<file path="src/rtl/dss_pkg.sv">
// ---------------------------------------------------------------------------
// dss_pkg
// Shared types, widths and constants of the diode sweep sequencer.
// ---------------------------------------------------------------------------
package dss_pkg;

    localparam int SAMPLES_PER_POINT = 10;
    localparam int NUM_POINTS        = 15;

    localparam int OPCODE_W    = 2;
    localparam int SAMPLE_W    = 12;
    localparam int POINT_W     = 4;
    localparam int DRIVE_W     = 4;
    localparam int READING_W   = 10;
    localparam int STATUS_W    = 2;
    localparam int COUNT_W     = 4;
    localparam int SUM_W       = 16;
    localparam int CFG_INDEX_W = 2;
    localparam int CFG_DATA_W  = 4;
    localparam int MODE_W      = 2;

    localparam int AVG_BIAS   = 20;
    localparam int SCALE_MUL  = 100;
    localparam int SCALE_DIV  = 420;

    // sum / SAMPLES_PER_POINT as a reciprocal multiply, exact over SUM_W bits
    localparam int AVG_W     = SUM_W;
    localparam int AVG_SHIFT = SUM_W + $clog2(SAMPLES_PER_POINT);
    localparam int AVG_MUL_W = SUM_W + 1;
    localparam logic [AVG_MUL_W-1:0] AVG_MUL =
        AVG_MUL_W'(((64'd1 << AVG_SHIFT) + 64'(SAMPLES_PER_POINT) - 64'd1)
                   / 64'(SAMPLES_PER_POINT));

    // x / SCALE_DIV as a reciprocal multiply, exact over SCALED_W bits
    localparam longint SCALED_MAX =
        (longint'(2**SUM_W - 1) + longint'(AVG_BIAS)) * longint'(SCALE_MUL);
    localparam int SCALED_W  = $clog2(SCALED_MAX + 1);
    localparam int DIV_SHIFT = SCALED_W + $clog2(SCALE_DIV);
    localparam int RECIP_W   = SCALED_W + 1;
    localparam logic [RECIP_W-1:0] RECIP =
        RECIP_W'(((64'd1 << DIV_SHIFT) + 64'(SCALE_DIV) - 64'd1) / 64'(SCALE_DIV));

    typedef enum logic [OPCODE_W-1:0] {
        OP_START  = 2'd0,
        OP_SAMPLE = 2'd1,
        OP_READ   = 2'd2
    } t_opcode;

    typedef enum logic [STATUS_W-1:0] {
        ST_OK       = 2'd0,
        ST_MISMATCH = 2'd1,
        ST_IGNORED  = 2'd2
    } t_status;

    typedef enum logic [MODE_W-1:0] {
        SWEEP_ONE     = 2'd0,
        SWEEP_DOUBLE  = 2'd1,
        SWEEP_STRIDE2 = 2'd2,
        SWEEP_STRIDE1 = 2'd3
    } t_mode;

    typedef enum logic [CFG_INDEX_W-1:0] {
        CFG_SWEEP_MODE  = 2'd0,
        CFG_START_POINT = 2'd1,
        CFG_END_POINT   = 2'd2
    } t_cfg_reg;

    typedef struct packed {
        t_mode              sweep_mode;
        logic [POINT_W-1:0] start_point;
        logic [POINT_W-1:0] end_point;
    } t_cfg;

    typedef struct packed {
        logic [DRIVE_W-1:0] drive_code;
        logic               drive_changed;
        t_status            status;
        logic               sweep_done;
        logic               store;
        logic               read;
        logic               clear;
        logic [POINT_W-1:0] point;
        logic [POINT_W-1:0] read_index;
    } t_ctl;

    typedef struct packed {
        t_ctl             ctl;
        logic [SUM_W-1:0] sum;
    } t_item;

    typedef struct packed {
        logic                 clear;
        logic                 wr;
        logic [POINT_W-1:0]   wr_index;
        logic [READING_W-1:0] wr_data;
        logic [POINT_W-1:0]   rd_index;
    } t_tbl_req;

endpackage

</file>
<file path="src/rtl/dss_ctrl.sv">
// ---------------------------------------------------------------------------
// dss_ctrl
// Sweep sequencing: configuration registers, point stepping, drive code and
// sample accumulation; decides each request's outcome in its accept cycle.
// ---------------------------------------------------------------------------
module dss_ctrl (
    input  logic                          i_clk,
    input  logic                          i_rst_n,
    input  logic                          i_cfg_valid,
    input  logic [dss_pkg::CFG_INDEX_W-1:0] i_cfg_index,
    input  logic [dss_pkg::CFG_DATA_W-1:0]  i_cfg_data,
    input  logic                          i_fire,
    input  logic [dss_pkg::OPCODE_W-1:0]  i_opcode,
    input  logic [dss_pkg::SAMPLE_W-1:0]  i_adc_sample,
    input  logic [dss_pkg::POINT_W-1:0]   i_read_index,
    output dss_pkg::t_item                o_item
);
    import dss_pkg::*;

    localparam int P_W = POINT_W + 2;

    t_cfg               r_cfg;
    logic               r_busy,  n_busy;
    logic [POINT_W-1:0] r_point, n_point;
    logic [DRIVE_W-1:0] r_drive, n_drive;
    logic [COUNT_W-1:0] r_count, n_count;
    logic [SUM_W-1:0]   r_sum,   n_sum;

    logic [SUM_W-1:0]   sum_inc;
    logic [COUNT_W-1:0] count_inc;
    logic [P_W-1:0]     first_p, next_p;
    logic               first_ok, next_ok;
    t_ctl               ctl;

    function automatic logic point_ok(input logic [P_W-1:0] p, input t_cfg c);
        logic in_range;
        in_range = (p < P_W'(NUM_POINTS));
        if (c.sweep_mode == SWEEP_DOUBLE) begin
            return in_range && ((p + P_W'(1)) <= P_W'(c.end_point));
        end
        return in_range && (p <= P_W'(c.end_point));
    endfunction

    always_ff @(posedge i_clk) begin
        if (!i_rst_n) begin
            r_cfg <= '{sweep_mode: SWEEP_ONE, start_point: '0, end_point: '0};
        end else if (i_cfg_valid) begin
            case (i_cfg_index)
                CFG_SWEEP_MODE:  r_cfg.sweep_mode  <= t_mode'(i_cfg_data[MODE_W-1:0]);
                CFG_START_POINT: r_cfg.start_point <= i_cfg_data[POINT_W-1:0];
                CFG_END_POINT:   r_cfg.end_point   <= i_cfg_data[POINT_W-1:0];
                default: ;
            endcase
        end
    end

    always_comb begin
        sum_inc   = r_sum + SUM_W'(i_adc_sample);
        count_inc = r_count + COUNT_W'(1);

        case (r_cfg.sweep_mode)
            SWEEP_ONE: begin
                first_p  = P_W'(r_cfg.start_point);
                first_ok = (first_p < P_W'(NUM_POINTS));
            end
            SWEEP_DOUBLE: begin
                if (r_cfg.start_point == '0) begin
                    first_p = P_W'(0);
                end else if (r_cfg.start_point <= POINT_W'(2)) begin
                    first_p = P_W'(1);
                end else if (r_cfg.start_point <= POINT_W'(4)) begin
                    first_p = P_W'(3);
                end else begin
                    first_p = P_W'(7);
                end
                first_ok = point_ok(first_p, r_cfg);
            end
            default: begin
                first_p  = P_W'(r_cfg.start_point);
                first_ok = point_ok(first_p, r_cfg);
            end
        endcase

        case (r_cfg.sweep_mode)
            SWEEP_DOUBLE:  next_p = P_W'({r_point, 1'b1});
            SWEEP_STRIDE2: next_p = P_W'(r_point) + P_W'(2);
            SWEEP_STRIDE1: next_p = P_W'(r_point) + P_W'(1);
            default:       next_p = P_W'(r_point);
        endcase
        next_ok = (r_cfg.sweep_mode != SWEEP_ONE) && point_ok(next_p, r_cfg);

        n_busy  = r_busy;
        n_point = r_point;
        n_drive = r_drive;
        n_count = r_count;
        n_sum   = r_sum;

        ctl               = '0;
        ctl.status        = ST_OK;
        ctl.point         = r_point;
        ctl.read_index    = i_read_index;

        case (i_opcode)
            OP_START: begin
                if (r_busy) begin
                    ctl.status = ST_IGNORED;
                end else begin
                    ctl.clear         = 1'b1;
                    ctl.drive_changed = 1'b1;
                    n_count           = '0;
                    n_sum             = '0;
                    if (first_ok) begin
                        n_busy  = 1'b1;
                        n_point = first_p[POINT_W-1:0];
                        n_drive = DRIVE_W'(first_p + P_W'(1));
                    end else begin
                        n_busy         = 1'b0;
                        n_drive        = '0;
                        ctl.sweep_done = 1'b1;
                    end
                end
            end
            OP_SAMPLE: begin
                if (!r_busy) begin
                    ctl.status = ST_IGNORED;
                end else begin
                    n_sum   = sum_inc;
                    n_count = count_inc;
                    if (count_inc == COUNT_W'(SAMPLES_PER_POINT)) begin
                        ctl.store         = (r_point < POINT_W'(NUM_POINTS));
                        ctl.drive_changed = 1'b1;
                        n_count           = '0;
                        n_sum             = '0;
                        if (next_ok) begin
                            n_point = next_p[POINT_W-1:0];
                            n_drive = DRIVE_W'(next_p + P_W'(1));
                        end else begin
                            n_busy         = 1'b0;
                            n_drive        = '0;
                            ctl.sweep_done = 1'b1;
                        end
                    end
                end
            end
            OP_READ: begin
                if ((P_W'(i_read_index) >= P_W'(15)) ||
                    (P_W'(i_read_index) >= P_W'(NUM_POINTS))) begin
                    ctl.status = ST_MISMATCH;
                end else begin
                    ctl.read = 1'b1;
                end
            end
            default: begin
                ctl.status = ST_IGNORED;
            end
        endcase

        ctl.drive_code = n_drive;
        o_item.ctl     = ctl;
        o_item.sum     = sum_inc;
    end

    always_ff @(posedge i_clk) begin
        if (!i_rst_n) begin
            r_busy  <= 1'b0;
            r_point <= '0;
            r_drive <= '0;
            r_count <= '0;
            r_sum   <= '0;
        end else if (i_fire) begin
            r_busy  <= n_busy;
            r_point <= n_point;
            r_drive <= n_drive;
            r_count <= n_count;
            r_sum   <= n_sum;
        end
    end

    a_idle_quiet: assert property (@(posedge i_clk) disable iff (!i_rst_n)
        !r_busy |-> (r_drive == '0) && (r_count == '0) && (r_sum == '0))
        else $error("idle sequencer holds drive or accumulator");

    a_busy_drive: assert property (@(posedge i_clk) disable iff (!i_rst_n)
        r_busy |-> (r_point < POINT_W'(NUM_POINTS)) &&
                   (r_drive == DRIVE_W'(r_point + POINT_W'(1))))
        else $error("drive code does not follow the active point");

endmodule

</file>
<file path="src/rtl/dss_table.sv">
// ---------------------------------------------------------------------------
// dss_table
// Result table: one entry per sweep point, valid bits cleared at reset and
// on sweep start, combinational read of one entry.
// ---------------------------------------------------------------------------
module dss_table (
    input  logic                           i_clk,
    input  logic                           i_rst_n,
    input  logic                           i_en,
    input  dss_pkg::t_tbl_req              i_req,
    output logic [dss_pkg::READING_W-1:0]  o_rd_data
);
    import dss_pkg::*;

    logic [READING_W-1:0]  r_data [NUM_POINTS];
    logic [NUM_POINTS-1:0] r_valid;
    logic                  rd_in_range;

    always_ff @(posedge i_clk) begin
        if (!i_rst_n) begin
            r_valid <= '0;
        end else if (i_en) begin
            if (i_req.clear) begin
                r_valid <= '0;
            end else if (i_req.wr) begin
                r_valid[i_req.wr_index] <= 1'b1;
            end
        end
    end

    always_ff @(posedge i_clk) begin
        if (i_en && i_req.wr) begin
            r_data[i_req.wr_index] <= i_req.wr_data;
        end
    end

    always_comb begin
        rd_in_range = (i_req.rd_index < POINT_W'(NUM_POINTS));
        o_rd_data   = '0;
        if (rd_in_range && r_valid[i_req.rd_index]) begin
            o_rd_data = r_data[i_req.rd_index];
        end
    end

    a_clear_all: assert property (@(posedge i_clk) disable iff (!i_rst_n)
        i_en && i_req.clear |=> (r_valid == '0))
        else $error("table entries survive a sweep start");

endmodule

</file>
<file path="src/rtl/diode_sweep_sequencer_core.sv">
// ---------------------------------------------------------------------------
// diode_sweep_sequencer_core
// Test-current sweep sequencer with ADC averaging and a result table.
// ---------------------------------------------------------------------------
// Usage:
//   Request channel (i_valid/o_ready) carries opcode, ADC sample and read
//   index; one result per request leaves on o_valid/i_ready with drive code,
//   drive change flag, reading, status and sweep done flag.
//   Configuration channel (i_cfg_valid/o_cfg_ready) writes sweep mode, start
//   point and end point by index; it is always ready. Write only when no
//   request is in flight.
//   Pipeline: the sequencing decision is made in the accept cycle; the
//   request then passes registers p1, p2, p3 and out, with average multiply,
//   offset and scale multiply, then the reciprocal divide together with the
//   table access between them.
//   Throughput: one request per cycle while o_ready is high; the sequencing
//   state loop closes in the accept cycle.
//   Reset: idle, drive code 0, all table entries read as 0.
//   Receiver stall: the four-stage pipeline keeps accepting requests into
//   empty stages; o_ready drops only when all stages hold results.
// ---------------------------------------------------------------------------
module diode_sweep_sequencer_core (
    input  logic                           i_clk,
    input  logic                           i_rst_n,
    input  logic                           i_cfg_valid,
    output logic                           o_cfg_ready,
    input  logic [dss_pkg::CFG_INDEX_W-1:0] i_cfg_index,
    input  logic [dss_pkg::CFG_DATA_W-1:0]  i_cfg_data,
    input  logic                           i_valid,
    output logic                           o_ready,
    input  logic [dss_pkg::OPCODE_W-1:0]   i_opcode,
    input  logic [dss_pkg::SAMPLE_W-1:0]   i_adc_sample,
    input  logic [dss_pkg::POINT_W-1:0]    i_read_index,
    output logic                           o_valid,
    input  logic                           i_ready,
    output logic [dss_pkg::DRIVE_W-1:0]    o_drive_code,
    output logic                           o_drive_changed,
    output logic [dss_pkg::READING_W-1:0]  o_reading,
    output logic [dss_pkg::STATUS_W-1:0]   o_status,
    output logic                           o_sweep_done
);
    import dss_pkg::*;

    t_item                 item;
    logic                  fire;
    logic                  rdy_p1, rdy_p2, rdy_p3, rdy_out;

    logic                  r_p1_valid, r_p2_valid, r_p3_valid, r_out_valid;
    t_ctl                  r_p1_ctl, r_p2_ctl, r_p3_ctl;
    logic [SUM_W-1:0]      r_p1_sum;
    logic [AVG_W-1:0]      r_p2_avg;
    logic [SCALED_W-1:0]   r_p3_scaled;

    logic [SUM_W+AVG_MUL_W-1:0]  avg_prod;
    logic [SCALED_W+RECIP_W-1:0] div_prod;
    logic [READING_W-1:0]        value;
    logic [READING_W-1:0]        tbl_data;
    t_tbl_req                    tbl_req;
    logic                        tbl_en;

    logic [DRIVE_W-1:0]    r_out_drive;
    logic                  r_out_changed;
    logic [READING_W-1:0]  r_out_reading;
    t_status               r_out_status;
    logic                  r_out_done;

    assign o_cfg_ready = 1'b1;

    assign rdy_out = !r_out_valid || i_ready;
    assign rdy_p3  = !r_p3_valid  || rdy_out;
    assign rdy_p2  = !r_p2_valid  || rdy_p3;
    assign rdy_p1  = !r_p1_valid  || rdy_p2;
    assign o_ready = rdy_p1;
    assign fire    = i_valid && rdy_p1;

    dss_ctrl u_ctrl (
        .i_clk        (i_clk),
        .i_rst_n      (i_rst_n),
        .i_cfg_valid  (i_cfg_valid),
        .i_cfg_index  (i_cfg_index),
        .i_cfg_data   (i_cfg_data),
        .i_fire       (fire),
        .i_opcode     (i_opcode),
        .i_adc_sample (i_adc_sample),
        .i_read_index (i_read_index),
        .o_item       (item)
    );

    always_comb begin
        avg_prod = (SUM_W+AVG_MUL_W)'(r_p1_sum) * (SUM_W+AVG_MUL_W)'(AVG_MUL);
        div_prod = (SCALED_W+RECIP_W)'(r_p3_scaled) * (SCALED_W+RECIP_W)'(RECIP);
        value    = READING_W'(div_prod >> DIV_SHIFT);

        tbl_en           = rdy_out && r_p3_valid;
        tbl_req.clear    = r_p3_ctl.clear;
        tbl_req.wr       = r_p3_ctl.store;
        tbl_req.wr_index = r_p3_ctl.point;
        tbl_req.wr_data  = value;
        tbl_req.rd_index = r_p3_ctl.read_index;
    end

    dss_table u_table (
        .i_clk     (i_clk),
        .i_rst_n   (i_rst_n),
        .i_en      (tbl_en),
        .i_req     (tbl_req),
        .o_rd_data (tbl_data)
    );

    always_ff @(posedge i_clk) begin
        if (!i_rst_n) begin
            r_p1_valid  <= 1'b0;
            r_p2_valid  <= 1'b0;
            r_p3_valid  <= 1'b0;
            r_out_valid <= 1'b0;
        end else begin
            if (rdy_p1) begin
                r_p1_valid <= fire;
            end
            if (rdy_p2) begin
                r_p2_valid <= r_p1_valid;
            end
            if (rdy_p3) begin
                r_p3_valid <= r_p2_valid;
            end
            if (rdy_out) begin
                r_out_valid <= r_p3_valid;
            end
        end
    end

    always_ff @(posedge i_clk) begin
        if (rdy_p1) begin
            r_p1_ctl <= item.ctl;
            r_p1_sum <= item.sum;
        end
        if (rdy_p2) begin
            r_p2_ctl <= r_p1_ctl;
            r_p2_avg <= AVG_W'(avg_prod >> AVG_SHIFT);
        end
        if (rdy_p3) begin
            r_p3_ctl    <= r_p2_ctl;
            r_p3_scaled <= (SCALED_W'(r_p2_avg) + SCALED_W'(AVG_BIAS))
                           * SCALED_W'(SCALE_MUL);
        end
        if (rdy_out) begin
            r_out_drive   <= r_p3_ctl.drive_code;
            r_out_changed <= r_p3_ctl.drive_changed;
            r_out_status  <= r_p3_ctl.status;
            r_out_done    <= r_p3_ctl.sweep_done;
            if (r_p3_ctl.store) begin
                r_out_reading <= value;
            end else if (r_p3_ctl.read) begin
                r_out_reading <= tbl_data;
            end else begin
                r_out_reading <= '0;
            end
        end
    end

    assign o_valid         = r_out_valid;
    assign o_drive_code    = r_out_drive;
    assign o_drive_changed = r_out_changed;
    assign o_reading       = r_out_reading;
    assign o_status        = r_out_status;
    assign o_sweep_done    = r_out_done;

    a_full_stall: assert property (@(posedge i_clk) disable iff (!i_rst_n)
        !o_ready |-> r_p1_valid && r_p2_valid && r_p3_valid && r_out_valid)
        else $error("request stalled while a pipeline stage is empty");

    a_done_off: assert property (@(posedge i_clk) disable iff (!i_rst_n)
        o_valid && o_sweep_done |-> (o_drive_code == '0) && o_drive_changed)
        else $error("sweep done without drive switched off");

    a_mismatch_zero: assert property (@(posedge i_clk) disable iff (!i_rst_n)
        o_valid && (o_status == ST_MISMATCH) |-> (o_reading == '0))
        else $error("index mismatch carries a reading");

endmodule

</file>
<file path="config.mk">
export PLATFORM = sky130hd
export DESIGN_NAME = diode_sweep_sequencer_core
export DESIGN_NICKNAME = d
export VERILOG_FILES = /design/src/rtl/dss_pkg.sv /design/src/rtl/dss_ctrl.sv /design/src/rtl/dss_table.sv /design/src/rtl/diode_sweep_sequencer_core.sv
export SDC_FILE = /design/constraint.sdc
export NUM_CORES = 1
export LEC_CHECK = 0
export BUFFER_PORTS_ARGS = -buffer_cell sky130_fd_sc_hd__buf_4
export CORE_MARGIN = 4
export CORE_UTILIZATION = 57
export CTS_BUF_LIST = sky130_fd_sc_hd__clkbuf_16
export CTS_CLUSTER_DIAMETER = 40
export DETAILED_ROUTE_END_ITERATION = 16
export GPL_ROUTABILITY_DRIVEN = 0
export GPL_TIMING_DRIVEN = 0
export HOLD_SLACK_MARGIN = 0.1
export PLACE_DENSITY_LB_ADDON = 0.15
export SLEW_MARGIN = 20
export SYNTH_ARGS = -nofsm -noshare
export SYNTH_HDL_FRONTEND = slang
export SYNTH_SLANG_ARGS = --single-unit
</file>
<file path="constraint.sdc">
create_clock -name i_clk -period 10.6 [get_ports i_clk]
set_input_delay 1.59 -clock i_clk [delete_from_list [all_inputs] [get_ports i_clk]]
set_output_delay 1.59 -clock i_clk [all_outputs]
set_load 0.02 [all_outputs]
</file>
==> impl_results.md <==
* Via/cell ratio at between 5 and 6
* Clock Sinks at 335
* Worst rel slew slack at ~24%
* Initial antenna violation count at 0
* Reg-to-Reg Start: r_p3_scaled[11]$_DFFE_PN_
* WP data arrival at 7.25 ns
* RSZ-0062 raised after global routing: no
* CP Capture Type: register
* Gr usage total at 21.9%
* Grt total ovfl at 0
* Cell count after synthesis at roughly 2,000
* Nets at about 2,700
* Layout area overhead at 11.1%
* Crit-path cells: fa_1 -> inv_1 -> fa_1 -> inv_1 -> ha_1 -> ha_1 -> inv_1 -> fa_1 -> inv_1 -> fa_1 -> ha_1 -> ha_1 -> a2111oi_0 -> a21oi_1 -> nand4_1 -> a21boi_1 -> a41o_1 -> a211oi_1 -> xor2_1
* CP bufs+invs at 4
* Final Cell Area at 27,000 µm²
* Util after Layout at between 60% and 70%
* Worst-Margin Slew at 1.13 ns
* Max-Cap Viols at 0
* WHS Path Cells at 0
* Area contributors post-synth: edfxtp_1, ha_1, fa_1
* Final Hold Viols at 0
* Crit Path Category: reg2reg
* CTS tree: yes
* Iteration-0 DRC Markers at 887
* Drt total wl at 48.9 mm
* Fmax at approximately 0.14 GHz
* Area leader, netlist: edfxtp_1
* Yosys top cell area share at 33.8%
* Initial DRT Pass Iterations at 5
* Status: finished, final reports clean
* R2r setup slk at 3.56 ns
* Post-CTS setup buffers at 0
* Yosys warnings at 0
* Post-DRT Antenna Nets at 0
* First-pass GRT wire length at between 80 and 90 mm
* Placed wire-length estimate at 38.4 mm
* R2r endpoint: u_table.r_data[1][9]$_DFFE_PP_
* Fin Setup TNS at 0 ns
* Die width at 214 µm
* Drt wl/cell at 18.1 µm
* Minimum clock period at 7.04 ns
* Final worst slack at 3.56 ns
* Count of state elements after synthesis at 335
* Syn avg cell area at between 10 and 15 µm²
* Die ar. at 46,000 µm²
* Critical-path top delay cell: xor2_1
* CTS H-Tree Depth at 2
* Commonest cells after routing, fill and taps aside: ha_1, inv_1, edfxtp_1
* Startpoint Class: register
* Commonest non-fill, non-tap cell in the layout: ha_1
* Row count at 75
* Max Slew Vio Count at 0
* # DRC at 0
* Critical path's largest stage delay at 0.86 ns
* Worst-skew pair later-pin latency at 0.57 ns
* Vias in the first global route at 16,200
* CTS resizes at 0
* Clock transition at the registers of the reported paths at about 0.06 ns
* Io pins at 50
* Core Region at ~42,000 µm²
* Synth cell types at 75
* Register-to-Register Path Depth at 19
* Mapped Nets at 2,592
* Most used flip-flop cell after synthesis: edfxtp_1
* Final Skew at 0.0206 ns
* N_diodes at 0
* Ys async rst share at 0%
* Placed Area at 25,500 µm²
* Via count at 15,200
* Largest net degree at the start of global routing at 37
* CTS Buf Count at 45
* Number of synthesized flops with an enable pin at about 270
* Worst hold path type: reg2reg
* Chip Height at 214 µm
* Register area share after synthesis at 38.9%
* CTS root buf: clkbuf_16
* Tcrit/Tclk final at 66.4%
* Fill cells at 3,236
* WP data required at 10.81 ns
* Starting Density at 57.8%
* CP max FO at 15
* Hold Startpoint: r_p1_ctl[14]$_DFFE_PN_
* Setup Viol. Count Final at 0
* Min-Delay Endpoint: r_p2_ctl[14]$_DFFE_PP_
* Syn Std Cell Area at ~24,000 µm²
* Delay-heaviest family, CP: adder cells
* Buffers on Ports at 47
* # hold bufs at CTS at 0
* Max Root-Sink Buffers at 3
* Layout cells sized above 1 at 9.61%
* Pre-CTS WS at between 3 and 4 ns
per-stage QoR:
stage	std cells	hold slack (ns)
2_1_floorplan	2030	0.400
3_3_place_gp	2616	0.401
3_5_place_dp	2622	0.405
4_1_cts	2704	0.415
5_1_grt	2704	0.416
6_report	2704	0.413
state kept, by name, summed over array words and instances (netlist names), 2 cells and up, named ones only:
| register | flops |
|---|---|
| r_p3_scaled | 19 |
| u_table.r_data | 150 |
| r_p3_ctl | 19 |
| o_reading | 10 |
| o_status | 2 |
| u_ctrl.r_sum | 16 |
| r_p1_sum | 16 |
| r_p2_ctl | 19 |
| r_p1_ctl | 19 |
| o_drive_code | 4 |
| u_table.r_valid | 15 |
| u_ctrl.r_count | 4 |
| u_ctrl.r_cfg | 10 |
| u_ctrl.r_point | 4 |
| r_p2_avg | 13 |
| u_ctrl.r_drive | 4 |
worst max-delay path by stage:
| stage | start | to | slack (ns) | cells after the start |
|---|---|---|---|---|
| floorplan | r_p3_scaled[14]$_DFFE_PN_ | u_table.r_data[0][7]$_DFFE_PP_ | 4.55 | 20 |
| global placement | r_p3_scaled[15]$_DFFE_PN_ | o_reading[6]$_DFFE_PP_ | 3.69 | 20 |
| detailed placement | r_p3_scaled[14]$_DFFE_PN_ | o_reading[6]$_DFFE_PP_ | 3.62 | 20 |
| CTS | r_p3_scaled[14]$_DFFE_PN_ | o_reading[6]$_DFFE_PP_ | 3.58 | 20 |
| global route | r_p3_scaled[11]$_DFFE_PN_ | u_table.r_data[1][9]$_DFFE_PP_ | 3.16 | 19 |
| finish | r_p3_scaled[11]$_DFFE_PN_ | u_table.r_data[1][9]$_DFFE_PP_ | 3.56 | 19 |
metal layers:
| layer | vias up | wire length, µm | global-route usage, % |
|---|---|---|---|
| met2 | 353 | 24500 | 38.7 |
| met1 | 7419 | 20300 | 27.5 |
| met5 | - | 0 | 0 |
| met3 | 109 | 2360 | 3.34 |
| li1 | 7323 | - | - |
| met4 | 0 | 1710 | 7.63 |
cell type report:
| cell class | count | area, µm² | area share, % |
|---|---|---|---|
| Multi-Input combinational cell | 1296 | 13400 | 49.7 |
| Sequential cell | 335 | 9440 | 35.0 |
| Inverter | 359 | 1350 | 5.00 |
| Clock buffer | 46 | 1150 | 4.27 |
| Tap cell | 539 | 674 | 2.50 |
| Timing Repair Buffer | 53 | 430 | 1.60 |
| Clock inverter | 36 | 349 | 1.29 |
| Buffer | 40 | 178 | 0.659 |
kinds of logic (layout without fill, tap and decap cells):
| logic type | Yosys count | in the layout | share of synthesized area (%) |
|---|---|---|---|
| mux | 77 | 77 | 5.50 |
| fa+ha+maj | 533 | 533 | 32.6 |
| compound gates | 270 | 270 | 7.30 |
| flops | 335 | 335 | 38.9 |
| other cells | 1 | 1 | 0.0154 |
| simple gates | 344 | 344 | 6.83 |
| buf+inv | 399 | 534 | 6.28 |
| xor+xnor | 71 | 71 | 2.56 |
worst reg2reg max path, stage by stage, from the launching register on:
cell       delay (ns)
edfxtp_1         0.52
fa_1             0.58
inv_1            0.05
fa_1             0.49
inv_1            0.04
ha_1             0.32
ha_1             0.29
inv_1            0.06
fa_1             0.50
inv_1            0.05
fa_1             0.45
ha_1             0.31
ha_1             0.35
a2111oi_0        0.59
a21oi_1          0.22
nand4_1          0.22
a21boi_1         0.14
a41o_1           0.36
a211oi_1         0.30
xor2_1           0.86
synthesized netlist by cell type (5+ instances only):
cell type	n
a211oi_1	12
a21o_1	20
a21oi_1	62
a22o_1	5
a22oi_1	14
a31oi_1	16
and2_1	8
and3_1	17
buf_2	7
clkbuf_1	27
dfxtp_1	62
edfxtp_1	273
fa_1	168
ha_1	365
inv_1	358
mux2i_1	30
mux4_2	41
nand2_1	78
nand2b_1	15
nand3_1	34
nand4_1	10
nor2_1	101
nor2b_1	21
nor3_1	24
o211ai_1	10
o21a_1	15
o21ai_0	43
o21ai_1	15
o22ai_1	6
or3_1	14
xnor2_1	48
xor2_1	23
Power is left out: the tool's default activity adds up to more than one toggle a clock period on the data nets, which glitch-free logic cannot reach.
